[src/rtl/core/assert_macros.svh]
// Assertion macros used by the top-level RTL file.
`ifndef ASSERT_MACROS_SVH
`define ASSERT_MACROS_SVH

// Same-cycle implication under synchronous active-low reset.
`define CTRI_ASSERT_NOW(lbl, clk, rstn, ante, cons) \
    lbl: assert property (@(posedge clk) disable iff (!(rstn)) (ante) |-> (cons)) \
        else $error("check failed");

// Next-cycle implication under synchronous active-low reset.
`define CTRI_ASSERT_NEXT(lbl, clk, rstn, ante, cons) \
    lbl: assert property (@(posedge clk) disable iff (!(rstn)) (ante) |=> (cons)) \
        else $error("check failed");

`endif

[src/rtl/core/ctri_pkg.sv]
// Package: ring constants, config indices, operation codes, sequencer states and memory write bundle.
package ctri_pkg;

    localparam int RING_DEPTH = 64;
    localparam int SLOT_W     = $clog2(RING_DEPTH);

    typedef enum logic [1:0] {
        CFG_FULL_ALPHA     = 2'd0,
        CFG_FADE_STEP      = 2'd1,
        CFG_SPAWN_INTERVAL = 2'd2,
        CFG_SPRITE_SIZE    = 2'd3
    } t_cfg_idx;

    typedef enum logic {
        OP_SAMPLE = 1'b0,
        OP_RENDER = 1'b1
    } t_op;

    typedef enum logic [4:0] {
        ST_IDLE, ST_RDP, ST_PREV, ST_MX, ST_MY, ST_SUM, ST_SQRT, ST_WRS,
        ST_CHK, ST_MUL, ST_LDD, ST_DIV, ST_FIX, ST_WRI,
        ST_RRD, ST_RWT, ST_ROUT
    } t_state;

    typedef struct packed {
        logic              we_pt;
        logic              we_a;
        logic [SLOT_W-1:0] addr;
        logic [15:0]       x;
        logic [15:0]       y;
        logic [7:0]        a;
    } t_mem_wr;

endpackage

[src/rtl/core/ctri_in_if.sv]
// Input channel: valid/ready handshake with a sample or render word.
interface ctri_in_if;
    logic        valid;
    logic        ready;
    logic        operation;
    logic [11:0] cursor_x;
    logic [11:0] cursor_y;

    modport source (output valid, operation, cursor_x, cursor_y, input ready);
    modport sink   (input valid, operation, cursor_x, cursor_y, output ready);
endinterface

[src/rtl/core/ctri_out_if.sv]
// Output channel: valid/ready handshake with one sprite word.
interface ctri_out_if;
    logic               valid;
    logic               ready;
    logic signed [16:0] corner_x;
    logic signed [16:0] corner_y;
    logic [7:0]         alpha;
    logic               last_entry;

    modport source (output valid, corner_x, corner_y, alpha, last_entry, input ready);
    modport sink   (input valid, corner_x, corner_y, alpha, last_entry, output ready);
endinterface

[src/rtl/core/cursor_trail_ring_interpolator.sv]
// Top level: trail ring sequencer with shared shift-subtract unit.
//   channel | dir | handshake     | word
//   i_in    | in  | valid/ready   | operation, cursor_x, cursor_y
//   o_out   | out | valid/ready   | corner_x, corner_y, alpha, last_entry
//   cfg     | in  | i_cfg_we only | i_cfg_idx, i_cfg_data
// A sample, once accepted, runs a 17-step square root, then two 34-step
// divides per interpolated point on one shift-subtract unit. A render tick
// fades each entry, writes it back and offers it, waiting on stalls. Reset is
// synchronous; ring valid bits clear at once. Input is taken only when idle;
// each sprite word holds in the output register until taken.
`include "assert_macros.svh"
module cursor_trail_ring_interpolator (
    input  logic        i_clk,
    input  logic        i_rst_n,
    ctri_in_if.sink     i_in,
    ctri_out_if.source  o_out,
    input  logic        i_cfg_we,
    input  ctri_pkg::t_cfg_idx i_cfg_idx,
    input  logic [15:0] i_cfg_data
);
    import ctri_pkg::*;

    t_state r_state, n_state;
    logic [7:0]  r_full, r_fade, r_size;
    logic [15:0] r_spawn;
    logic [SLOT_W-1:0] r_slot, r_idx, rd_addr, prev_slot;
    t_mem_wr     wr;
    logic [15:0] rd_x, rd_y;
    logic [7:0]  rd_a, faded;
    logic [15:0] r_sx, r_sy, r_px, r_py, r_ax, r_ay, r_ix, r_iy;
    logic        r_negx, r_negy, r_axis;
    logic [32:0] r_prod, mul_res;
    logic [15:0] mul_a;
    logic [16:0] mul_b;
    logic [33:0] r_src, r_q;
    logic [18:0] r_rem;
    logic [16:0] r_dist;
    logic [17:0] r_d;
    logic [5:0]  r_cnt;
    logic [20:0] u_acc, u_trial, u_diff;
    logic        u_ge, is_sqrt;
    logic [16:0] dx, dy;
    logic [15:0] q16, fix_v;
    logic        r_ov, r_last;
    logic signed [16:0] r_cx, r_cy;
    logic [7:0]  r_oa;

    ctri_ring u_ring (
        .i_clk    (i_clk),
        .i_rst_n  (i_rst_n),
        .i_wr     (wr),
        .i_rd_addr(rd_addr),
        .o_rd_x   (rd_x),
        .o_rd_y   (rd_y),
        .o_rd_a   (rd_a)
    );

    // Configuration registers.
    always_ff @(posedge i_clk) begin
        if (!i_rst_n) begin
            r_full  <= 8'd255;
            r_fade  <= 8'd8;
            r_spawn <= 16'd16;
            r_size  <= 8'd16;
        end else if (i_cfg_we) begin
            case (i_cfg_idx)
                CFG_FULL_ALPHA:     r_full  <= i_cfg_data[7:0];
                CFG_FADE_STEP:      r_fade  <= i_cfg_data[7:0];
                CFG_SPAWN_INTERVAL: r_spawn <= i_cfg_data;
                CFG_SPRITE_SIZE:    r_size  <= i_cfg_data[7:0];
                default: ;
            endcase
        end
    end

    assign prev_slot = (r_slot == '0) ? SLOT_W'(RING_DEPTH - 1) : r_slot - 1'b1;
    assign dx = {1'b0, r_sx} - {1'b0, rd_x};
    assign dy = {1'b0, r_sy} - {1'b0, rd_y};
    assign faded = (rd_a > r_fade) ? rd_a - r_fade : 8'd0;

    // Shared multiplier.
    always_comb begin
        mul_a = r_axis ? r_ay : r_ax;
        mul_b = r_d[16:0];
        if (r_state == ST_MX) begin
            mul_a = r_ax;
            mul_b = {1'b0, r_ax};
        end else if (r_state == ST_MY) begin
            mul_a = r_ay;
            mul_b = {1'b0, r_ay};
        end
    end
    assign mul_res = mul_a * mul_b;

    // Shared shift-subtract step: root digit or quotient bit.
    assign is_sqrt = (r_state == ST_SQRT);
    assign u_acc   = is_sqrt ? {r_rem, r_src[33:32]} : {2'b0, r_rem[17:0], r_src[33]};
    assign u_trial = is_sqrt ? {2'b0, r_q[16:0], 2'b01} : {4'b0, r_dist};
    assign u_ge    = (u_acc >= u_trial);
    assign u_diff  = u_acc - u_trial;

    assign q16   = r_q[15:0];
    assign fix_v = (r_axis ? r_negy : r_negx)
                 ? (r_axis ? r_py : r_px) - q16 : (r_axis ? r_py : r_px) + q16;

    // Next state, memory access and handshake.
    always_comb begin
        n_state    = r_state;
        rd_addr    = r_idx;
        wr.we_pt   = 1'b0;
        wr.we_a    = 1'b0;
        wr.addr    = r_slot;
        wr.x       = r_sx;
        wr.y       = r_sy;
        wr.a       = r_full;
        case (r_state)
            ST_IDLE: begin
                if (i_in.valid) begin
                    n_state = (i_in.operation == OP_RENDER) ? ST_RRD : ST_RDP;
                end
            end
            ST_RDP: begin
                rd_addr = prev_slot;
                n_state = ST_PREV;
            end
            ST_PREV: n_state = ST_MX;
            ST_MX:   n_state = ST_MY;
            ST_MY:   n_state = ST_SUM;
            ST_SUM:  n_state = ST_SQRT;
            ST_SQRT: if (r_cnt == 6'd16) n_state = ST_WRS;
            ST_WRS: begin
                wr.we_pt = 1'b1;
                n_state  = ST_CHK;
            end
            ST_CHK: begin
                if (r_spawn != 16'd0 && r_dist != 17'd0 && r_d < {1'b0, r_dist}) begin
                    n_state = ST_MUL;
                end else begin
                    n_state = ST_IDLE;
                end
            end
            ST_MUL: n_state = ST_LDD;
            ST_LDD: n_state = ST_DIV;
            ST_DIV: if (r_cnt == 6'd33) n_state = ST_FIX;
            ST_FIX: n_state = r_axis ? ST_WRI : ST_MUL;
            ST_WRI: begin
                wr.we_pt = 1'b1;
                wr.x     = r_ix;
                wr.y     = r_iy;
                n_state  = ST_CHK;
            end
            ST_RRD: n_state = ST_RWT;
            ST_RWT: begin
                wr.we_a = 1'b1;
                wr.addr = r_idx;
                wr.a    = faded;
                n_state = ST_ROUT;
            end
            ST_ROUT: begin
                if (o_out.ready) begin
                    n_state = (r_idx == SLOT_W'(RING_DEPTH - 1)) ? ST_IDLE : ST_RRD;
                end
            end
            default: n_state = ST_IDLE;
        endcase
    end

    always_ff @(posedge i_clk) begin
        if (!i_rst_n) begin
            r_state <= ST_IDLE;
            r_slot  <= '0;
            r_idx   <= '0;
            r_axis  <= 1'b0;
            r_ov    <= 1'b0;
        end else begin
            r_state <= n_state;
            if (wr.we_pt) begin
                r_slot <= (r_slot == SLOT_W'(RING_DEPTH - 1)) ? '0 : r_slot + 1'b1;
            end
            if (r_state == ST_IDLE) r_idx <= '0;
            if (r_state == ST_ROUT && o_out.ready && r_idx != SLOT_W'(RING_DEPTH - 1)) begin
                r_idx <= r_idx + 1'b1;
            end
            if (r_state == ST_FIX) r_axis <= ~r_axis;
            if (r_state == ST_RWT) r_ov <= 1'b1;
            else if (o_out.ready) r_ov <= 1'b0;
        end
    end

    // Datapath registers.
    always_ff @(posedge i_clk) begin
        case (r_state)
            ST_IDLE: begin
                r_sx <= {i_in.cursor_x, 4'b0};
                r_sy <= {i_in.cursor_y, 4'b0};
            end
            ST_PREV: begin
                r_px   <= rd_x;
                r_py   <= rd_y;
                r_negx <= dx[16];
                r_negy <= dy[16];
                r_ax   <= dx[16] ? 16'(-dx) : dx[15:0];
                r_ay   <= dy[16] ? 16'(-dy) : dy[15:0];
            end
            ST_MX: r_prod <= mul_res;
            ST_MY: begin
                r_src  <= {1'b0, r_prod};
                r_prod <= mul_res;
            end
            ST_SUM: begin
                r_src <= r_src + {1'b0, r_prod};
                r_rem <= '0;
                r_q   <= '0;
                r_cnt <= '0;
            end
            ST_SQRT: begin
                r_rem <= u_ge ? u_diff[18:0] : u_acc[18:0];
                r_q   <= {r_q[32:0], u_ge};
                r_src <= {r_src[31:0], 2'b00};
                r_cnt <= r_cnt + 1'b1;
            end
            ST_WRS: begin
                r_dist <= r_q[16:0];
                r_d    <= {2'b0, r_spawn};
            end
            ST_MUL: r_prod <= mul_res;
            ST_LDD: begin
                r_src <= {1'b0, r_prod};
                r_rem <= '0;
                r_q   <= '0;
                r_cnt <= '0;
            end
            ST_DIV: begin
                r_rem <= u_ge ? u_diff[18:0] : u_acc[18:0];
                r_q   <= {r_q[32:0], u_ge};
                r_src <= {r_src[32:0], 1'b0};
                r_cnt <= r_cnt + 1'b1;
            end
            ST_FIX: begin
                if (r_axis) r_iy <= fix_v;
                else        r_ix <= fix_v;
            end
            ST_WRI: r_d <= r_d + {2'b0, r_spawn};
            ST_RWT: begin
                r_cx   <= $signed({1'b0, rd_x}) - $signed({6'b0, r_size, 3'b0});
                r_cy   <= $signed({1'b0, rd_y}) - $signed({6'b0, r_size, 3'b0});
                r_oa   <= faded;
                r_last <= (r_idx == SLOT_W'(RING_DEPTH - 1));
            end
            default: ;
        endcase
    end

    assign i_in.ready       = (r_state == ST_IDLE);
    assign o_out.valid      = r_ov;
    assign o_out.corner_x   = r_cx;
    assign o_out.corner_y   = r_cy;
    assign o_out.alpha      = r_oa;
    assign o_out.last_entry = r_last;

    // Input is never taken while a word waits at the output.
    `CTRI_ASSERT_NOW(a_no_overlap, i_clk, i_rst_n, i_in.ready, !o_out.valid)
    // An accepted sample starts with the previous-point read.
    `CTRI_ASSERT_NEXT(a_sample_start, i_clk, i_rst_n,
        i_in.valid && i_in.ready && i_in.operation == OP_SAMPLE, r_state == ST_RDP)
    // A delivered last entry ends the render run.
    `CTRI_ASSERT_NEXT(a_last_idle, i_clk, i_rst_n,
        o_out.valid && o_out.ready && o_out.last_entry, r_state == ST_IDLE)
endmodule

[src/rtl/core/ctri_ring.sv]
// Trail point memory with per-entry valid bits and registered read.
module ctri_ring (
    input  logic                    i_clk,
    input  logic                    i_rst_n,
    input  ctri_pkg::t_mem_wr       i_wr,
    input  logic [ctri_pkg::SLOT_W-1:0] i_rd_addr,
    output logic [15:0]             o_rd_x,
    output logic [15:0]             o_rd_y,
    output logic [7:0]              o_rd_a
);
    import ctri_pkg::*;

    logic [15:0] mem_x [RING_DEPTH];
    logic [15:0] mem_y [RING_DEPTH];
    logic [7:0]  mem_a [RING_DEPTH];
    logic [RING_DEPTH-1:0] r_valid;
    logic [15:0] r_rd_x;
    logic [15:0] r_rd_y;
    logic [7:0]  r_rd_a;
    logic        r_rd_v;

    // Write point fields or alpha alone.
    always_ff @(posedge i_clk) begin
        if (i_wr.we_pt) begin
            mem_x[i_wr.addr] <= i_wr.x;
            mem_y[i_wr.addr] <= i_wr.y;
        end
        if (i_wr.we_pt || i_wr.we_a) begin
            mem_a[i_wr.addr] <= i_wr.a;
        end
        r_rd_x <= mem_x[i_rd_addr];
        r_rd_y <= mem_y[i_rd_addr];
        r_rd_a <= mem_a[i_rd_addr];
    end

    // Track entries written since reset; others read as zero.
    always_ff @(posedge i_clk) begin
        if (!i_rst_n) begin
            r_valid <= '0;
            r_rd_v  <= 1'b0;
        end else begin
            if (i_wr.we_pt) r_valid[i_wr.addr] <= 1'b1;
            r_rd_v <= r_valid[i_rd_addr];
        end
    end

    assign o_rd_x = r_rd_v ? r_rd_x : 16'd0;
    assign o_rd_y = r_rd_v ? r_rd_y : 16'd0;
    assign o_rd_a = r_rd_v ? r_rd_a : 8'd0;
endmodule
[src/flat_wrapper.sv]
// flat-port wrapper written by rule: the top's interface ports become plain ports
module cursor_trail_ring_interpolator_flat import ctri_pkg::*;
  (i_clk, i_rst_n, i_cfg_we, i_cfg_idx, i_cfg_data, i_in_valid, i_in_operation, i_in_cursor_x, i_in_cursor_y, i_in_ready, o_out_valid, o_out_corner_x, o_out_corner_y, o_out_alpha, o_out_last_entry, o_out_ready);
  ctri_in_if i_in_i ();
  ctri_out_if o_out_i ();
  input  logic i_clk;
  input  logic i_rst_n;
  input  logic i_cfg_we;
  input  ctri_pkg::t_cfg_idx i_cfg_idx;
  input  logic [15:0] i_cfg_data;
  input wire logic [$bits(i_in_i.valid)-1:0] i_in_valid;
  input wire logic [$bits(i_in_i.operation)-1:0] i_in_operation;
  input wire logic [$bits(i_in_i.cursor_x)-1:0] i_in_cursor_x;
  input wire logic [$bits(i_in_i.cursor_y)-1:0] i_in_cursor_y;
  output wire logic [$bits(i_in_i.ready)-1:0] i_in_ready;
  output wire logic [$bits(o_out_i.valid)-1:0] o_out_valid;
  output wire logic [$bits(o_out_i.corner_x)-1:0] o_out_corner_x;
  output wire logic [$bits(o_out_i.corner_y)-1:0] o_out_corner_y;
  output wire logic [$bits(o_out_i.alpha)-1:0] o_out_alpha;
  output wire logic [$bits(o_out_i.last_entry)-1:0] o_out_last_entry;
  input wire logic [$bits(o_out_i.ready)-1:0] o_out_ready;
  assign i_in_i.valid = i_in_valid;
  assign i_in_i.operation = i_in_operation;
  assign i_in_i.cursor_x = i_in_cursor_x;
  assign i_in_i.cursor_y = i_in_cursor_y;
  assign i_in_ready = i_in_i.ready;
  assign o_out_valid = o_out_i.valid;
  assign o_out_corner_x = o_out_i.corner_x;
  assign o_out_corner_y = o_out_i.corner_y;
  assign o_out_alpha = o_out_i.alpha;
  assign o_out_last_entry = o_out_i.last_entry;
  assign o_out_i.ready = o_out_ready;
  cursor_trail_ring_interpolator u_core (.i_clk(i_clk), .i_rst_n(i_rst_n), .i_in(i_in_i), .o_out(o_out_i), .i_cfg_we(i_cfg_we), .i_cfg_idx(i_cfg_idx), .i_cfg_data(i_cfg_data));
endmodule
[config.mk]
export PLATFORM = sky130hd
export DESIGN_NAME = cursor_trail_ring_interpolator_flat
export DESIGN_NICKNAME = d
export VERILOG_FILES = /design/src/rtl/core/ctri_pkg.sv /design/src/rtl/core/ctri_in_if.sv /design/src/rtl/core/ctri_out_if.sv /design/src/rtl/core/cursor_trail_ring_interpolator.sv /design/src/rtl/core/ctri_ring.sv /design/src/flat_wrapper.sv
export VERILOG_INCLUDE_DIRS = /design/src /design/src/rtl/core
export SDC_FILE = /design/constraint.sdc
export NUM_CORES = 2
export LEC_CHECK = 0
export BUFFER_PORTS_ARGS = -buffer_cell sky130_fd_sc_hd__buf_2
export CORE_MARGIN = 3
export CORE_UTILIZATION = 57
export CTS_CLUSTER_SIZE = 12
export DETAILED_ROUTE_END_ITERATION = 10
export MAX_ROUTING_LAYER = met4
export PLACE_DENSITY = 0.73
export SLEW_MARGIN = 20
export SYNTH_ARGS = -nofsm -noshare
export SYNTH_HDL_FRONTEND = slang
export SYNTH_SLANG_ARGS = --single-unit
[constraint.sdc]
create_clock -name i_clk -period 9.2 [get_ports i_clk]
set_input_delay 2.76 -clock i_clk [delete_from_list [all_inputs] [get_ports i_clk]]
set_output_delay 2.76 -clock i_clk [all_outputs]
set_load 0.01 [all_outputs]
==> results.py <==
metrics = {
    "synth": {
        "ys_seq_elements": 3031,
        "synth_top_family_by_area": "simple AND/OR/NAND/NOR gates",
        "syn_area_um2": 134000,
        "synth-seq-area-share_pct": 66.8,
        "netlist_instances": 9328,
        "yosys_warnings": 0,
        "synth-adder-area-share_pct": 5.68,
        "synthArstFlopShare_pct": 0,
        "ys.flop_type": "edfxtp_1",
        "synthMuxAreaShare_pct": 8.52,
        "syn_avg_cell_area_um2": 14.3,
        "synth-xor-area-share_pct": 1.23,
        "synth_cell_types": 92,
        "synth_edf_count": 2867,
        "syn_nets": 9854,
        "synth-simple-area-share_pct": 9.65,
        "synth-compound-area-share_pct": 5.49,
    },
    "placement": {
        "numPortBuffers": 92,
        "gp_congestion": 0.944,
        "hpwl_um": 227000,
    },
    "sta": {
        "finalCriticalPeriod_ns": 8.60,
        "slew_violations": 0,
        "setup_viol": 0,
        "fmaxAchievable_mhz": 116,
        "worst_slew_pin_slew_ns": 1.15,
        "clock-skew-final_ns": 0.105,
        "tns_ns": 0,
        "finalHoldViolCount": 0,
        "slew_headroom_pct": 23.1,
        "finalCritPeriodShare_pct": 93.5,
        "rsz0062_at_grt": "no",
    },
    "cts": {
        "insertion_delay_ns": 0.95,
        "clkSinkCount": 3031,
        "postCtsSetupRepairBufs": 0,
        "cts_made_buffers": 326,
        "h-tree-depth": 5,
        "clk_pin_slew_ns": 0.06,
        "root_buffer": "clkbuf_16",
        "cts_tree": "built",
        "cts-hold-fix-buffers": 0,
        "clockBufferDepth": 4,
        "ctsResizeCount": 0,
    },
    "setup_path": {
        "slowest_stage": "a221o_1",
        "critPathTopFamily": "adder cells",
        "critical_path_arrival_ns": 9.23,
        "worst_setup_path_end_kind": "flop",
        "critical_path.startpoint": "u_core.r_state[2]",
        "cpMostUsedCell": "fa_1",
        "crit_fanout": 21,
        "r2r_start": "u_core.r_state[2]",
        "start_kind": "flop",
        "crit_chain": "or3_1, nor2_1, buf_4, nor2_2, a221o_1, nand2_1, fa_1, inv_1, fa_1, fa_1, fa_1, fa_1, inv_1, fa_1, inv_1, ha_1, a21o_1, a21oi_1, or3b_1, or3_1, o221ai_1, o211ai_1, a2111oi_0, nor3b_1",
        "slowest_delay_ns": 0.69,
        "crit_type": "flop to flop",
        "required_ns": 9.82,
        "cp_num_buf_inv": 4,
    },
    "global_route": {
        "grt_max_degree": 122,
        "first_global_vias": 81500,
        "gr-total-overflow": 0,
        "grt_pass1_wl_um": 543000,
        "grt_usage_pct": 31.6,
        "antenna_found_initial": 21,
    },
    "floorplanning": {
        "chipWidth_um": 490,
        "io_pins": 93,
        "core_area_um2": 233000,
        "rows": 177,
        "initial_core_util_pct": 57.4,
        "die_h_um": 490,
        "dieArea_um2": 240000,
    },
    "hold_path": {
        "hold_start": "u_core.r_q[16]",
        "min_path_type": "flop to flop",
    },
    "route": {
        "wirelength_um": 373000,
        "first_pass_iters": 7,
        "vias_per_cell": 6.45,
        "final_antenna_net_count": 0,
        "post_drt_wl_per_cell_um": 29.0,
        "detail_route.iter0.violations": 11500,
        "drcViolationCount": 0,
        "routed-via-count": 82900,
    },
    "status": {
        "status": "complete, no violations",
    },
    "final_layout": {
        "post-route-util_pct": 63.7,
        "final_cell_mix": "2867 x edfxtp_1, 1557 x nand2_1, 461 x nor2_1",
        "drive_gt1_share_pct": 12.9,
        "area_growth_pct": 11.1,
        "fin_nets": 10000,
        "final_common_cell": "edfxtp_1",
    },
    "run": {
        "max-cap-violations": 0,
    },
}
[state kept, by name, summed over array words and instances, names as in the netlist, 17 cells and up]
| name | flops |
|---|---|
| u_core.r_q | 17 |
| u_core.r_src | 34 |
| u_core.u_ring.r_valid | 64 |
| u_core.u_ring.mem_y | 1024 |
| u_core.r_d | 18 |
| u_core.r_dist | 17 |
| u_core.u_ring.mem_x | 1024 |
| u_core.o_out.corner_x | 17 |
| u_core.o_out.corner_y | 17 |
| u_core.r_rem | 19 |
| u_core.u_ring.mem_a | 512 |
| u_core.r_prod | 33 |
[cells in the mapped netlist, drive strengths merged (13+ instances only)]
library cell,instances,share of area (%)
and2,48,0.22
mux2,32,0.27
nor3,43,0.17
nor2,532,1.5
o31ai,31,0.17
o21a,41,0.23
nand4,174,0.81
nor2b,28,0.13
nand3,413,1.5
nand2,1583,4.4
dfxtp,164,2.5
nand2b,48,0.22
a21oi,172,0.64
a221oi,21,0.15
o21bai,15,0.090
edfxtp,2867,64
a211oi,21,0.12
o21ai,314,1.2
ha,263,2.5
nor4,20,0.10
o211ai,16,0.090
or3,13,0.061
a21o,49,0.28
a222oi,17,0.13
mux2i,368,2.8
a31oi,23,0.11
a221o,17,0.13
mux4,326,5.5
a32oi,166,1.1
a22oi,89,0.50
and3,27,0.13
fa,215,3.2
clkbuf,283,0.79
xor2,66,0.43
buf,190,0.74
xnor2,122,0.80
inv,371,1.0
[worst reg2reg max path, stage by stage, from the launching register on]
cell	delay (ns)
dfxtp_1	0.62
or3_1	0.25
nor2_1	0.06
buf_4	0.18
nor2_2	0.64
a221o_1	0.70
nand2_1	0.18
fa_1	0.56
inv_1	0.06
fa_1	0.55
fa_1	0.44
fa_1	0.47
fa_1	0.50
inv_1	0.05
fa_1	0.47
inv_1	0.04
ha_1	0.35
a21o_1	0.19
a21oi_1	0.16
or3b_1	0.39
or3_1	0.35
o221ai_1	0.34
o211ai_1	0.21
a2111oi_0	0.42
nor3b_1	0.10
[routing by layer]
layer / vias up / share of wire [%] / track usage, %
met1: 41800 / 38 / 42.7
met2: 4964 / 46 / 47.6
li1: 35300 / - / -
met4: 0 / 4.7 / 12.8
met3: 898 / 11 / 6.28
met5: - / 0 / -
[metrics by stage]
step                cells  setup WS (ns)  hold slack (ns)  instance area, um^2
finish              12900          0.596            0.455               149000
global placement    12300          0.816            0.442               139000
global route        12900          0.111            0.475               148000
CTS                 12800          0.676            0.454               148000
detailed placement  12300          0.719            0.446               139000
floorplan            9328           1.45            0.426               134000
[kinds of logic after synthesis]
kind of cell | count (synthesis)
xor gates and xnor gates | 188
DFF | 3031
AOI/OAI and AO/OA | 1079
adders and majority gates | 478
muxes | 726
and+or+nand+nor | 2981
buffers and inverters | 845
[path summary, 6_finish.rpt]
path / to / slack [ns] / cells past startpoint
worst max-delay path: u_core.r_prod[32] / 0.60 / 24
worst min-delay path: u_core.r_dist[16] / 0.45 / 0
worst max register to register: u_core.r_prod[32] / 0.60 / 24
worst min register to register: u_core.r_dist[16] / 0.45 / 0
[area by class of cell]
class / instances / area, um^2
Sequential cell: 3031 / 89400
Fill cell: 16500 / 84500
Multi-Input combinational cell: 5452 / 41800
Clock buffer: 464 / 9040
Tap cell: 3132 / 3920
Timing Repair Buffer: 333 / 2530
Inverter: 372 / 1400
Clock inverter: 61 / 442
Antenna cell: 13 / 32.5
Power is not shown: default switching activity piles up to over one toggle a cycle in this logic, so the estimate is an artifact.
